$ cat src/hdl/slu_pkg.sv
// Shared types and constants for the string literal unescaper.
// Depends on nothing; every other file of the block refers to it by scoped names.
`default_nettype none

package slu_pkg;

  localparam int CharW = 21;
  localparam int CpW   = 32;
  localparam int KindW = 2;
  localparam int MaxRes = 3;

  // result kinds, carried on tuser
  localparam logic [KindW-1:0] KIND_CHAR = 2'd0;
  localparam logic [KindW-1:0] KIND_OK   = 2'd1;
  localparam logic [KindW-1:0] KIND_BAD  = 2'd2;

  // character codes
  localparam logic [CharW-1:0] CH_QUOTE = 21'h22;
  localparam logic [CharW-1:0] CH_BSL   = 21'h5C;
  localparam logic [CharW-1:0] CH_CR    = 21'h0D;
  localparam logic [CharW-1:0] CH_LF    = 21'h0A;
  localparam logic [CharW-1:0] CH_0     = 21'h30;
  localparam logic [CharW-1:0] CH_7     = 21'h37;
  localparam logic [CharW-1:0] CH_9     = 21'h39;
  localparam logic [CharW-1:0] CH_UA    = 21'h41;
  localparam logic [CharW-1:0] CH_UF    = 21'h46;
  localparam logic [CharW-1:0] CH_LA    = 21'h61;
  localparam logic [CharW-1:0] CH_LF_A  = 21'h66;
  localparam logic [CharW-1:0] CH_X     = 21'h78;
  localparam logic [CharW-1:0] CH_UX    = 21'h58;
  localparam logic [CharW-1:0] CH_D     = 21'h64;
  localparam logic [CharW-1:0] CH_UD    = 21'h44;
  localparam logic [CharW-1:0] CH_U     = 21'h75;
  localparam logic [CharW-1:0] CH_UU    = 21'h55;
  localparam logic [CharW-1:0] CH_A     = 21'h61;
  localparam logic [CharW-1:0] CH_B     = 21'h62;
  localparam logic [CharW-1:0] CH_F     = 21'h66;
  localparam logic [CharW-1:0] CH_N     = 21'h6E;
  localparam logic [CharW-1:0] CH_R     = 21'h72;
  localparam logic [CharW-1:0] CH_T     = 21'h74;
  localparam logic [CharW-1:0] CH_V     = 21'h76;

  localparam logic [3:0] FIXED_SHORT = 4'd4;
  localparam logic [3:0] FIXED_LONG  = 4'd8;

  typedef enum logic [7:0] {
    PH_OPEN   = 8'b0000_0001,
    PH_BODY   = 8'b0000_0010,
    PH_ESC    = 8'b0000_0100,
    PH_HEX    = 8'b0000_1000,
    PH_DEC    = 8'b0001_0000,
    PH_OCT    = 8'b0010_0000,
    PH_FIXED  = 8'b0100_0000,
    PH_CLOSED = 8'b1000_0000
  } phase_t;

  typedef struct packed {
    logic [CpW-1:0]   code_point;
    logic [KindW-1:0] kind;
  } res_t;

  // results caused by one input beat, packed from entry 0 up
  typedef struct packed {
    logic [1:0]       cnt;
    res_t [MaxRes-1:0] ent;
  } grp_t;

endpackage

`default_nettype wire

$ cat src/hdl/string_literal_unescaper_unit.sv
// Top level of the string literal unescaper: input register, parser and result buffer.
// Depends on slu_pkg, slu_decode and slu_outq.
//
//  channel | dir | tdata                  | tuser     | tlast
//  in_     | in  | [20:0] char_code, pad  | -         | end_of_token
//  out_    | out | [31:0] code_point      | [1:0] kind| run_end
//
// One beat is taken per cycle while each beat yields at most one result and out_tready
// is high; after a beat with several results the next beat waits at the result buffer.
// The first result of a beat passes through the input register, then the result buffer.
// rst_n is synchronous; it returns the parser to waiting for the opening quote
// and empties both registers. Output stalls back up through the buffer into in_tready.
`default_nettype none

module string_literal_unescaper_unit (
  input  wire logic        clk,
  input  wire logic        rst_n,
  input  wire logic        in_tvalid,
  output logic             in_tready,
  input  wire logic [23:0] in_tdata,   // [20:0] char_code, [23:21] zero
  input  wire logic        in_tlast,   // end_of_token
  output logic             out_tvalid,
  input  wire logic        out_tready,
  output logic [31:0]      out_tdata,  // [31:0] code_point
  output logic [1:0]       out_tuser,  // [1:0] kind
  output logic             out_tlast   // run_end
);

  logic                        in_v_r, in_v_nxt;
  logic [slu_pkg::CharW-1:0]   in_char_r;
  logic                        in_last_r;
  logic                        take;
  logic                        q_free;
  slu_pkg::grp_t               grp;

  // beats without results move on regardless of the buffer
  assign take      = in_v_r && ((grp.cnt == 2'd0) || q_free);
  assign in_tready = !in_v_r || take;
  assign in_v_nxt  = (in_tvalid && in_tready) || (in_v_r && !take);

  always_ff @(posedge clk) begin
    if (!rst_n) in_v_r <= 1'b0;
    else        in_v_r <= in_v_nxt;
    if (in_tvalid && in_tready) begin
      in_char_r <= in_tdata[slu_pkg::CharW-1:0];
      in_last_r <= in_tlast;
    end
  end

  slu_decode u_decode (
    .clk       (clk),
    .rst_n     (rst_n),
    .beat_v    (in_v_r),
    .beat_char (in_char_r),
    .beat_last (in_last_r),
    .take      (take),
    .grp       (grp)
  );

  slu_outq u_outq (
    .clk        (clk),
    .rst_n      (rst_n),
    .load       (take),
    .grp        (grp),
    .free       (q_free),
    .out_tvalid (out_tvalid),
    .out_tready (out_tready),
    .out_tdata  (out_tdata),
    .out_tuser  (out_tuser),
    .out_tlast  (out_tlast)
  );

  a_no_stuck_input: assert property (@(posedge clk) disable iff (!rst_n)
    in_v_r && !take |=> in_v_r && $stable(in_char_r) && $stable(in_last_r))
    else $error("held input beat changed");

endmodule

`default_nettype wire

$ cat src/hdl/slu_decode.sv
// Literal parser: phase, accumulator, digit count and fault state plus the per-beat
// decode that yields up to three results. Depends on slu_pkg.
`default_nettype none

module slu_decode (
  input  wire logic                       clk,
  input  wire logic                       rst_n,
  input  wire logic                       beat_v,
  input  wire logic [slu_pkg::CharW-1:0]  beat_char,
  input  wire logic                       beat_last,
  input  wire logic                       take,
  output slu_pkg::grp_t                   grp
);

  slu_pkg::phase_t        ph_r, ph_nxt;
  logic [31:0]            acc_r, acc_nxt;
  logic [3:0]             pl_r, pl_nxt;
  logic                   flt_r, flt_nxt;

  logic [slu_pkg::CharW-1:0] c;
  logic        hex_ok, dec_ok, oct_ok;
  logic [3:0]  hex_d;
  logic [3:0]  pl_dec;
  logic        body;
  logic        fl_en, ch_en, st_en;
  logic [31:0] fl_val, ch_val;
  logic [1:0]  st_kind;
  slu_pkg::phase_t ph_step;
  logic [31:0] acc_step;
  logic        flt_step;
  logic [1:0]  k;

  assign c = beat_char;

  always_comb begin
    hex_ok = 1'b0;
    hex_d  = c[3:0];
    if (c >= slu_pkg::CH_0 && c <= slu_pkg::CH_9) begin
      hex_ok = 1'b1;
    end else if ((c >= slu_pkg::CH_LA && c <= slu_pkg::CH_LF_A) ||
                 (c >= slu_pkg::CH_UA && c <= slu_pkg::CH_UF)) begin
      hex_ok = 1'b1;
      hex_d  = c[3:0] + 4'd9;
    end
  end

  assign dec_ok = (c >= slu_pkg::CH_0) && (c <= slu_pkg::CH_9);
  assign oct_ok = (c >= slu_pkg::CH_0) && (c <= slu_pkg::CH_7);
  assign pl_dec = (pl_r != 4'd0) ? pl_r - 4'd1 : 4'd0;

  always_comb begin
    ph_step  = ph_r;
    acc_step = acc_r;
    pl_nxt   = pl_r;
    flt_step = flt_r;
    body     = 1'b0;
    fl_en    = 1'b0;
    fl_val   = acc_r;
    ch_en    = 1'b0;
    ch_val   = {{(32-slu_pkg::CharW){1'b0}}, c};
    if (!flt_r) begin
      unique case (ph_r)
        slu_pkg::PH_OPEN: begin
          if (c == slu_pkg::CH_QUOTE) ph_step = slu_pkg::PH_BODY;
          else flt_step = 1'b1;
        end
        slu_pkg::PH_BODY: body = 1'b1;
        slu_pkg::PH_ESC: begin
          acc_step = 32'd0;
          if (c == slu_pkg::CH_X || c == slu_pkg::CH_UX) begin
            ph_step = slu_pkg::PH_HEX;
          end else if (c == slu_pkg::CH_D || c == slu_pkg::CH_UD) begin
            ph_step = slu_pkg::PH_DEC;
          end else if (oct_ok) begin
            ph_step  = slu_pkg::PH_OCT;
            acc_step = {29'd0, c[2:0]};
          end else if (c == slu_pkg::CH_U) begin
            ph_step = slu_pkg::PH_FIXED;
            pl_nxt  = slu_pkg::FIXED_SHORT;
          end else if (c == slu_pkg::CH_UU) begin
            ph_step = slu_pkg::PH_FIXED;
            pl_nxt  = slu_pkg::FIXED_LONG;
          end else begin
            ph_step = slu_pkg::PH_BODY;
            ch_en   = 1'b1;
            case (c)
              slu_pkg::CH_A: ch_val = 32'd7;
              slu_pkg::CH_B: ch_val = 32'd8;
              slu_pkg::CH_F: ch_val = 32'd12;
              slu_pkg::CH_N: ch_val = 32'd10;
              slu_pkg::CH_R: ch_val = 32'd13;
              slu_pkg::CH_T: ch_val = 32'd9;
              slu_pkg::CH_V: ch_val = 32'd11;
              default:       ch_val = {{(32-slu_pkg::CharW){1'b0}}, c};
            endcase
          end
        end
        slu_pkg::PH_HEX: begin
          if (hex_ok) acc_step = {acc_r[27:0], hex_d};
          else begin
            fl_en = 1'b1;
            body  = 1'b1;
          end
        end
        slu_pkg::PH_DEC: begin
          if (dec_ok) begin
            acc_step = {acc_r[28:0], 3'd0} + {acc_r[30:0], 1'b0} + {28'd0, c[3:0]};
          end else begin
            fl_en = 1'b1;
            body  = 1'b1;
          end
        end
        slu_pkg::PH_OCT: begin
          if (oct_ok) acc_step = {acc_r[28:0], c[2:0]};
          else begin
            fl_en = 1'b1;
            body  = 1'b1;
          end
        end
        slu_pkg::PH_FIXED: begin
          if (hex_ok) acc_step = {acc_r[27:0], hex_d};
          pl_nxt = pl_dec;
          if (pl_dec == 4'd0) begin
            fl_en   = 1'b1;
            fl_val  = acc_step;
            ph_step = slu_pkg::PH_BODY;
          end
        end
        slu_pkg::PH_CLOSED: flt_step = 1'b1;
        default:            flt_step = 1'b1;
      endcase
    end

    // body character handling, also after a flushed escape
    if (body) begin
      ph_step = slu_pkg::PH_BODY;
      ch_val  = {{(32-slu_pkg::CharW){1'b0}}, c};
      if (c == slu_pkg::CH_BSL) ph_step = slu_pkg::PH_ESC;
      else if (c == slu_pkg::CH_CR || c == slu_pkg::CH_LF) flt_step = 1'b1;
      else if (c == slu_pkg::CH_QUOTE) ph_step = slu_pkg::PH_CLOSED;
      else ch_en = 1'b1;
    end

    ph_nxt  = ph_step;
    acc_nxt = acc_step;
    flt_nxt = flt_step;
    st_en   = 1'b0;
    st_kind = slu_pkg::KIND_OK;
    if (beat_last) begin
      // pending state at end of token; char slot is always free here
      if (!flt_step) begin
        if (ph_step == slu_pkg::PH_ESC) begin
          ch_en  = 1'b1;
          ch_val = 32'd0;
        end else if (ph_step == slu_pkg::PH_HEX || ph_step == slu_pkg::PH_DEC ||
                     ph_step == slu_pkg::PH_OCT) begin
          ch_en  = 1'b1;
          ch_val = acc_step;
        end else if (ph_step == slu_pkg::PH_FIXED) begin
          flt_step = 1'b1;
        end
      end
      st_en   = 1'b1;
      st_kind = flt_step ? slu_pkg::KIND_BAD : slu_pkg::KIND_OK;
      ph_nxt  = slu_pkg::PH_OPEN;
      acc_nxt = 32'd0;
      pl_nxt  = 4'd0;
      flt_nxt = 1'b0;
    end
  end

  // pack enabled results in order: flushed value, character, status
  always_comb begin
    grp = '0;
    k   = 2'd0;
    if (fl_en && !flt_r) begin
      grp.ent[k] = '{code_point: fl_val, kind: slu_pkg::KIND_CHAR};
      k = k + 2'd1;
    end
    if (ch_en && !flt_r) begin
      grp.ent[k] = '{code_point: ch_val, kind: slu_pkg::KIND_CHAR};
      k = k + 2'd1;
    end
    if (st_en) begin
      grp.ent[k] = '{code_point: 32'd0, kind: st_kind};
      k = k + 2'd1;
    end
    grp.cnt = beat_v ? k : 2'd0;
  end

  always_ff @(posedge clk) begin
    if (!rst_n) begin
      ph_r  <= slu_pkg::PH_OPEN;
      acc_r <= 32'd0;
      pl_r  <= 4'd0;
      flt_r <= 1'b0;
    end else if (take) begin
      ph_r  <= ph_nxt;
      acc_r <= acc_nxt;
      pl_r  <= pl_nxt;
      flt_r <= flt_nxt;
    end
  end

  a_end_resets: assert property (@(posedge clk) disable iff (!rst_n)
    take && beat_last |=> ph_r == slu_pkg::PH_OPEN && !flt_r && acc_r == 32'd0)
    else $error("state not cleared after end of token");

  a_fault_quiet: assert property (@(posedge clk) disable iff (!rst_n)
    take && flt_r |-> grp.cnt == (beat_last ? 2'd1 : 2'd0))
    else $error("characters emitted after a fault");

  a_status_last: assert property (@(posedge clk) disable iff (!rst_n)
    take && beat_last |-> grp.cnt != 2'd0 && grp.ent[grp.cnt - 2'd1].kind != slu_pkg::KIND_CHAR)
    else $error("end of token without status result");

endmodule

`default_nettype wire

$ cat src/hdl/slu_outq.sv
// Result buffer: holds the up to three results of one beat and hands them
// out one per cycle while out_tready is high. Depends on slu_pkg.
`default_nettype none

module slu_outq (
  input  wire logic                        clk,
  input  wire logic                        rst_n,
  input  wire logic                        load,
  input  slu_pkg::grp_t                    grp,
  output logic                             free,
  output logic                             out_tvalid,
  input  wire logic                        out_tready,
  output logic [slu_pkg::CpW-1:0]          out_tdata,
  output logic [slu_pkg::KindW-1:0]        out_tuser,
  output logic                             out_tlast
);

  slu_pkg::res_t [slu_pkg::MaxRes-1:0] ent_r, ent_nxt;
  logic [1:0] rem_r, rem_nxt;
  logic       pop;

  assign out_tvalid = (rem_r != 2'd0);
  assign out_tdata  = ent_r[0].code_point;
  assign out_tuser  = ent_r[0].kind;
  assign out_tlast  = (rem_r == 2'd1);
  assign pop        = out_tvalid && out_tready;
  // a new group may land as the last held result leaves
  assign free       = (rem_r == 2'd0) || (rem_r == 2'd1 && out_tready);

  always_comb begin
    ent_nxt = ent_r;
    rem_nxt = rem_r;
    // an empty group leaves the held results alone
    if (load && grp.cnt != 2'd0) begin
      ent_nxt = grp.ent;
      rem_nxt = grp.cnt;
    end else if (pop) begin
      ent_nxt[0] = ent_r[1];
      ent_nxt[1] = ent_r[2];
      rem_nxt    = rem_r - 2'd1;
    end
  end

  always_ff @(posedge clk) begin
    ent_r <= ent_nxt;
    if (!rst_n) rem_r <= 2'd0;
    else        rem_r <= rem_nxt;
  end

  a_load_free: assert property (@(posedge clk) disable iff (!rst_n)
    load && grp.cnt != 2'd0 |-> free)
    else $error("group loaded over pending results");

  a_load_shows: assert property (@(posedge clk) disable iff (!rst_n)
    load && grp.cnt != 2'd0 |=> out_tvalid && rem_r == $past(grp.cnt))
    else $error("loaded group not presented");

  a_hold: assert property (@(posedge clk) disable iff (!rst_n)
    out_tvalid && !out_tready |=> rem_r == $past(rem_r))
    else $error("results lost while stalled");

endmodule

`default_nettype wire
$ cat config.mk
export PLATFORM = sky130hd
export DESIGN_NAME = string_literal_unescaper_unit
export DESIGN_NICKNAME = d
export VERILOG_FILES = /design/src/hdl/slu_pkg.sv /design/src/hdl/string_literal_unescaper_unit.sv /design/src/hdl/slu_decode.sv /design/src/hdl/slu_outq.sv
export SDC_FILE = /design/constraint.sdc
export NUM_CORES = 1
export LEC_CHECK = 0
export ABC_AREA = 0
export BUFFER_PORTS_ARGS = -buffer_cell sky130_fd_sc_hd__buf_2
export CORE_ASPECT_RATIO = 0.6
export CORE_UTILIZATION = 55
export DETAILED_ROUTE_END_ITERATION = 6
export PLACE_DENSITY = 0.77
export SYNTH_ARGS = -nofsm -noshare
export SYNTH_HDL_FRONTEND = slang
export SYNTH_SLANG_ARGS = --single-unit
$ cat constraint.sdc
create_clock -name clk -period 7.7 [get_ports clk]
set_input_delay 0.385 -clock clk [delete_from_list [all_inputs] [get_ports clk]]
set_output_delay 0.385 -clock clk [all_outputs]
set_load 0.05 [all_outputs]
Yosys cells after proc, flatten, opt, wreduce, memory -nomap -nowiden --
Cells that the tools add are included.
Cells by class: add/sub/neg operators 7, $lt $le $gt $ge 11, equality and inequality tests 35, muxes and demuxes 107, reduce and logical (&&, ||, !) cells 38
Operators by type and width (number):
- two-way mux 32 bit | 22
- equality test 21 x 7 -> 1 bit, second input constant | 14
- bitwise mux 102 bit | 2
- two-way mux 102 bit | 2
- case mux 21 bit (7 select lines) | 1
- demux 34 bit (select 2 bit) | 2
- two-way mux 68 bit | 2
- case mux 32 bit (4 select lines) | 1
- two-way mux 34 bit | 3
- two-way mux 8 bit | 12
- equality test 21 x 4 -> 1 bit, second input constant | 2
- greater-or-equal comparator 21 x 7 -> 1 bit, second input constant | 2
- <= comparator 21 x 6 -> 1 bit, second input constant | 2
- <= comparator 21 x 7 -> 1 bit, second input constant | 2
- two-way mux 4 bit | 10
- two-way mux 1 bit | 36
- adder 32 bit | 1
- adder 32 x 4 -> 32 bit | 1
- case mux 8 bit (3 select lines) | 1
- equality test 21 x 6 -> 1 bit, second input constant | 1
- greater-or-equal comparator 21 x 6 -> 1 bit, second input constant | 1
- equality test 8 x 3 -> 1 bit, second input constant | 2
- equality test 8 x 4 -> 1 bit, second input constant | 2
- equality test 8 x 5 -> 1 bit, second input constant | 2
- other kinds (34) | 72
Word-level totals: flip-flop bits (word level) 172, output and inout port bits 37, logic and storage cells 212

Longest topological paths before layout --
depth after elaboration 27, gate-level depth with buffers 27, depth with buffers taken out 21

By module --
Synthesis repeated with hierarchy kept, for this count alone.
Unflattened totals: cell total of the unflattened synthesis 1481, area total of the unflattened synthesis 12628.4 µm²
Modules (own cells, without submodules):
- slu_decode | times used 1, cells each 1075, area each 7579.8 µm², seq. area each 900.9 µm²
- slu_outq | times used 1, cells each 377, area each 4321.6 µm², seq. area each 3103.0 µm²
- string_literal_unescaper_unit | times used 1, cells each 29, area each 726.9 µm², seq. area each 680.7 µm²

Worst setup path after synthesis --
OpenSTA, ideal clock, no wires.
path type register to register, from register in_char_r[1] (netlist bit), to register u_outq.ent_r[34] (netlist bit) (enable), setup time 0.397 ns, data arrival time 5.484 ns, setup slack 1.819 ns, cell stages (with the launch flop) 21, buffers on the path 4, clock period less this slack 5.881 ns, cell sequence edfxtp_1 > inv_1 > ha_1 > clkbuf_1 > o311ai_1 > nor2_2 > o211ai_1 > nand3_1 > a31oi_4 > o21a_1 > buf_6 > buf_4 > inv_1 > ha_1 > o311ai_0 > a211o_1 > and2_1 > nand2b_1 > clkbuf_1 > inv_1 > or2_2
On the way: longest elaborated chain between the ends 26
Ends and longest elaborated chain:
- from (decl) | RTL line string_literal_unescaper_unit.sv:30 | logic [slu_pkg::CharW-1:0] in_char_r;
- from (signal assigned) | RTL line string_literal_unescaper_unit.sv:45 | in_char_r <= in_tdata[slu_pkg::CharW-1:0];
- greater-or-equal comparator 21 x 7 -> 1 bit, or another cell as far along | RTL line slu_decode.sv:40 | end else if ((c >= slu_pkg::CH_LA && c <= slu_pkg::CH_LF_A) ||
- logical AND 1 bit, or another cell as far along | RTL line slu_decode.sv:40
- logical OR 1 bit, or another cell as far along | RTL line slu_decode.sv:40
- two-way mux 1 bit, or another cell as far along | RTL line slu_decode.sv:40
- two-way mux 1 bit, or another cell as far along | RTL line slu_decode.sv:38 | if (c >= slu_pkg::CH_0 && c <= slu_pkg::CH_9) begin
- two-way mux 1 bit, or another cell as far along | RTL line slu_decode.sv:99 | if (hex_ok) acc_step = {acc_r[27:0], hex_d};
- case mux 1 bit (4 select lines), or another cell as far along | RTL line slu_decode.sv:62 | unique case (ph_r)
- two-way mux 1 bit or two-way mux 8 bit (tied branches) | RTL line slu_decode.sv:61 | if (!flt_r) begin
- [... 10 more ...]
- adder 2 x 1 -> 2 bit | RTL line slu_decode.sv:186 | k = k + 2'd1;
- two-way mux 2 bit (*) | RTL line slu_decode.sv:184 | if (st_en) begin
- two-way mux 2 bit (*) | RTL line slu_decode.sv:188 | grp.cnt = beat_v ? k : 2'd0;
- zero test 2 bit | RTL line string_literal_unescaper_unit.sv:37 | assign take = in_v_r && ((grp.cnt == 2'd0) || q_free);
- logical OR 1 bit | RTL line string_literal_unescaper_unit.sv:37
- logical AND 1 bit | RTL line string_literal_unescaper_unit.sv:37
- logical AND 1 bit (*) | RTL line slu_outq.sv:34 | if (load && grp.cnt != 2'd0) begin
- nonzero test 2 bit (no source line) (*)
- to (signal assigned) | RTL line slu_outq.sv:45 | ent_r <= ent_nxt;
- to (decl) | RTL line slu_outq.sv:18 | slu_pkg::res_t [slu_pkg::MaxRes-1:0] ent_r, ent_nxt;
Mark *: on every way between the ends. The rest lies on a longest branch, timed or not. A chain may end at the register's enable or synchronous reset.

==> impl_metrics.yaml <==
status:
  outcome: "finished clean"
sta:
  max_freq_mhz: 148
  max-slew-margin-rel_pct: 11.7
  rsz0062_at_grt: "no"
  min_period_over_period_pct: 87.9
  fin_ws_ns: 0.933
  skew_ns: 0.0118
  drv_slew: 0
  finalSetupTns_ns: 0
  finalHoldViolations: 0
  fin_crit_ns: 6.77
  final-setup-viol-count: 0
  worstMarginPinSlew_ns: 1.32
  whs_ns: 0.103
synthesis:
  ys_seq_elements: 140
  synth_edf_count: 92
  async_flop_share_pct: 0
  synth_cells: 1275
  netlist_area_um2: 11500
  synth_area_leaders: "edfxtp_1 24%, dfxtp_1 8.3%, ha_1 7.3%"
  synth_common_cells: "111 x nand2_1, 92 x edfxtp_1, 87 x nor2_1, 82 x a21oi_1, 67 x ha_1"
  avgSynthCellArea_um2: 9.05
  synth_most_common_cell: "nand2_1"
  yosysTopAreaCellShare_pct: 24.0
  yosysWarnings: 0
  yosysTopAreaCell: "edfxtp_1"
  synthDistinctLibCells: 112
  synth_ff_type: "edfxtp_1"
  ys_seq_area_share_pct: 32.3
clock_network:
  clk_path_buf_depth: 2
  path_clk_slew_ns: 0.07
  post_cts.repair.setup_buffers: 0
  cts_tree: "built"
  numCtsBuffers: 17
  cts.htree.levels: 4
  clkLatencyLatePin_ns: 0.45
  cts-root-buf: "clkbuf_16"
  hold_buffers: 0
  cts_resized: 0
  cts.sinks: 140
detailed_routing:
  drt_iter0_markers: 1891
  wl_per_cell_um: 24.9
  via_per_inst: 7.05
  final_antenna_net_count: 0
  drc: 0
  first_pass_iters: 7
  vias: 11053
  detail_route.wirelength_um: 39100
global_route:
  gr-usage-met3_pct: 11.9
  grt_pass1_vias: 9933
  antenna_found_initial: 1
  grt_max_degree: 45
  top_usage_layer: "met1"
  grt_pass1_wl_um: 59400
  use_met1_pct: 52.6
  grt_use_met2_pct: 49.7
  track_usage_pct: 36.5
  globalRouteOverflowTotal: 0
finish:
  areaGrowthSynthToFinish_pct: 7.41
  fin_util_pct: 61.1
  drive_gt1_share_pct: 15.6
  final_nets: 1378
setup_path:
  end_kind: "register"
  start_kind: "register"
  arrival_ns: 6.98
  cp_max_fo: 44
  critical_path_class: "reg2reg"
  crit_required_ns: 7.91
job:
  maxCapViolations: 0
die:
  die_h_um: 114
  dieArea_um2: 21600
  die_w_um: 189
  start_util_pct: 56.9
  rows: 40
  core_area_um2: 20300
  ioPinCount: 66
placed_design:
  hpwl_um: 27100
  port_buffers: 62
  gp_congestion: 1.02
  preCtsSetupSlack_ns: 1.21
power:
  p_total_uw: 2040
  power_leakage_uw: 0.00467
  combPwrFrac_pct: 13.1
  ir_drop_mv: 0.164
  power.clock.fraction_pct: 43.0
  p_sw_uw: 591
  internal-power_uw: 1450
  swShare_pct: 29.0
  power_density_nw_per_um2: 165
  pwr-share-seq_pct: 43.9
hold_path:
  hp-class: "in2reg"
## through the flow
stage	instance area [um^2]	instances
floorplan	11600	1285
global placement	11800	1534
CTS	12400	1566
finish	12400	1567
global route	12400	1567
detailed placement	11800	1534
## worst paths after layout
path / from / to / slack [ns] / depth (start not counted)
max: in_char_r[4]$_DFFE_PP_ / u_outq.out_tdata[17]$_DFFE_PP_ / 0.93 / 20
min reg2reg: u_outq.ent_r[68]$_SDFFCE_PN0P_ / u_outq.ent_r[34]$_DFFE_PP_ / 0.54 / 2
min: in_tdata[13] / in_char_r[13]$_DFFE_PP_ / 0.10 / 1
max reg2reg: in_char_r[4]$_DFFE_PP_ / u_outq.out_tdata[17]$_DFFE_PP_ / 0.93 / 20
## cells by family (layout without fill, tap and decap cells)
family / Yosys count / in the layout / synth area share (%)
AOI/OAI and AO/OA: 433 / 433 / 28.0
and+or+nand+nor: 421 / 421 / 19.6
buffers and inverters: 142 / 150 / 6.68
DFF: 140 / 140 / 32.3
adders and majority gates: 70 / 70 / 7.70
muxes: 47 / 47 / 4.14
xor gates and xnor gates: 21 / 21 / 1.59
other: 1 / 12 / 0.0325
## registers in the layout, indices dropped and copies added, names as in the netlist
name,flops
in_char_r,21
in_last_r,1
u_decode.acc_r,32
u_decode.ph_r,8
u_outq.out_tdata,32
u_outq.ent_r,36
u_decode.flt_r,1
u_outq.rem_r,2
in_v_r,1
u_decode.pl_r,4
u_outq.out_tuser,2
## power groups by stage
stage,logic (uW),clock network [uW],registers [uW]
2_1_floorplan,220,0,898
3_3_place_gp,259,0,909
3_5_place_dp,262,0,910
4_1_cts,264,877,895
5_1_grt,282,906,900
6_report,268,878,897
## worst max-delay path: stages, from the launching register on
cell	delay, ns
edfxtp_1	0.82
nor4b_4	0.33
nand4_2	0.38
nor2_2	0.76
o211ai_1	0.18
and3_1	0.21
buf_4	0.19
a21oi_1	0.25
o21a_2	0.18
buf_4	0.49
ha_1	0.30
nand3_1	0.09
o311ai_0	0.16
a211o_1	0.25
and2_1	0.19
nand2b_2	0.18
a21oi_1	0.16
buf_4	0.26
nand2_1	0.29
buf_4	0.36
o31ai_1	0.43
## cell type report
cell class / instances / area, um^2
Clock buffer: 19 / 443
Antenna cell: 1 / 2.50
Inverter: 28 / 105
Sequential cell: 140 / 3720
Clock inverter: 13 / 163
Timing Repair Buffer: 90 / 520
Tap cell: 273 / 342
Multi-Input combinational cell: 1003 / 7090
Fill cell: 1731 / 7880
## layout by cell type (no fill, tap or decap), drive strengths merged, types with 21 or more instances in the layout
master   instances
inv             32
a31oi           21
a2bb2oi         28
nand2          112
ha              67
o31ai           34
dfxtp           48
edfxtp          92
a21oi           84
mux2i           41
nor3            50
nor2            92
nand3           35
a22oi           33
buf             90
o21ai           78
## metal layers
layer / wire [um] / vias up
li1: - / 4879
met1: 16900 / 5202
met2: 15200 / 850
met3: 5660 / 122
met4: 1390 / 0
met5: 0 / -
(Power assumes the default switching activity.)
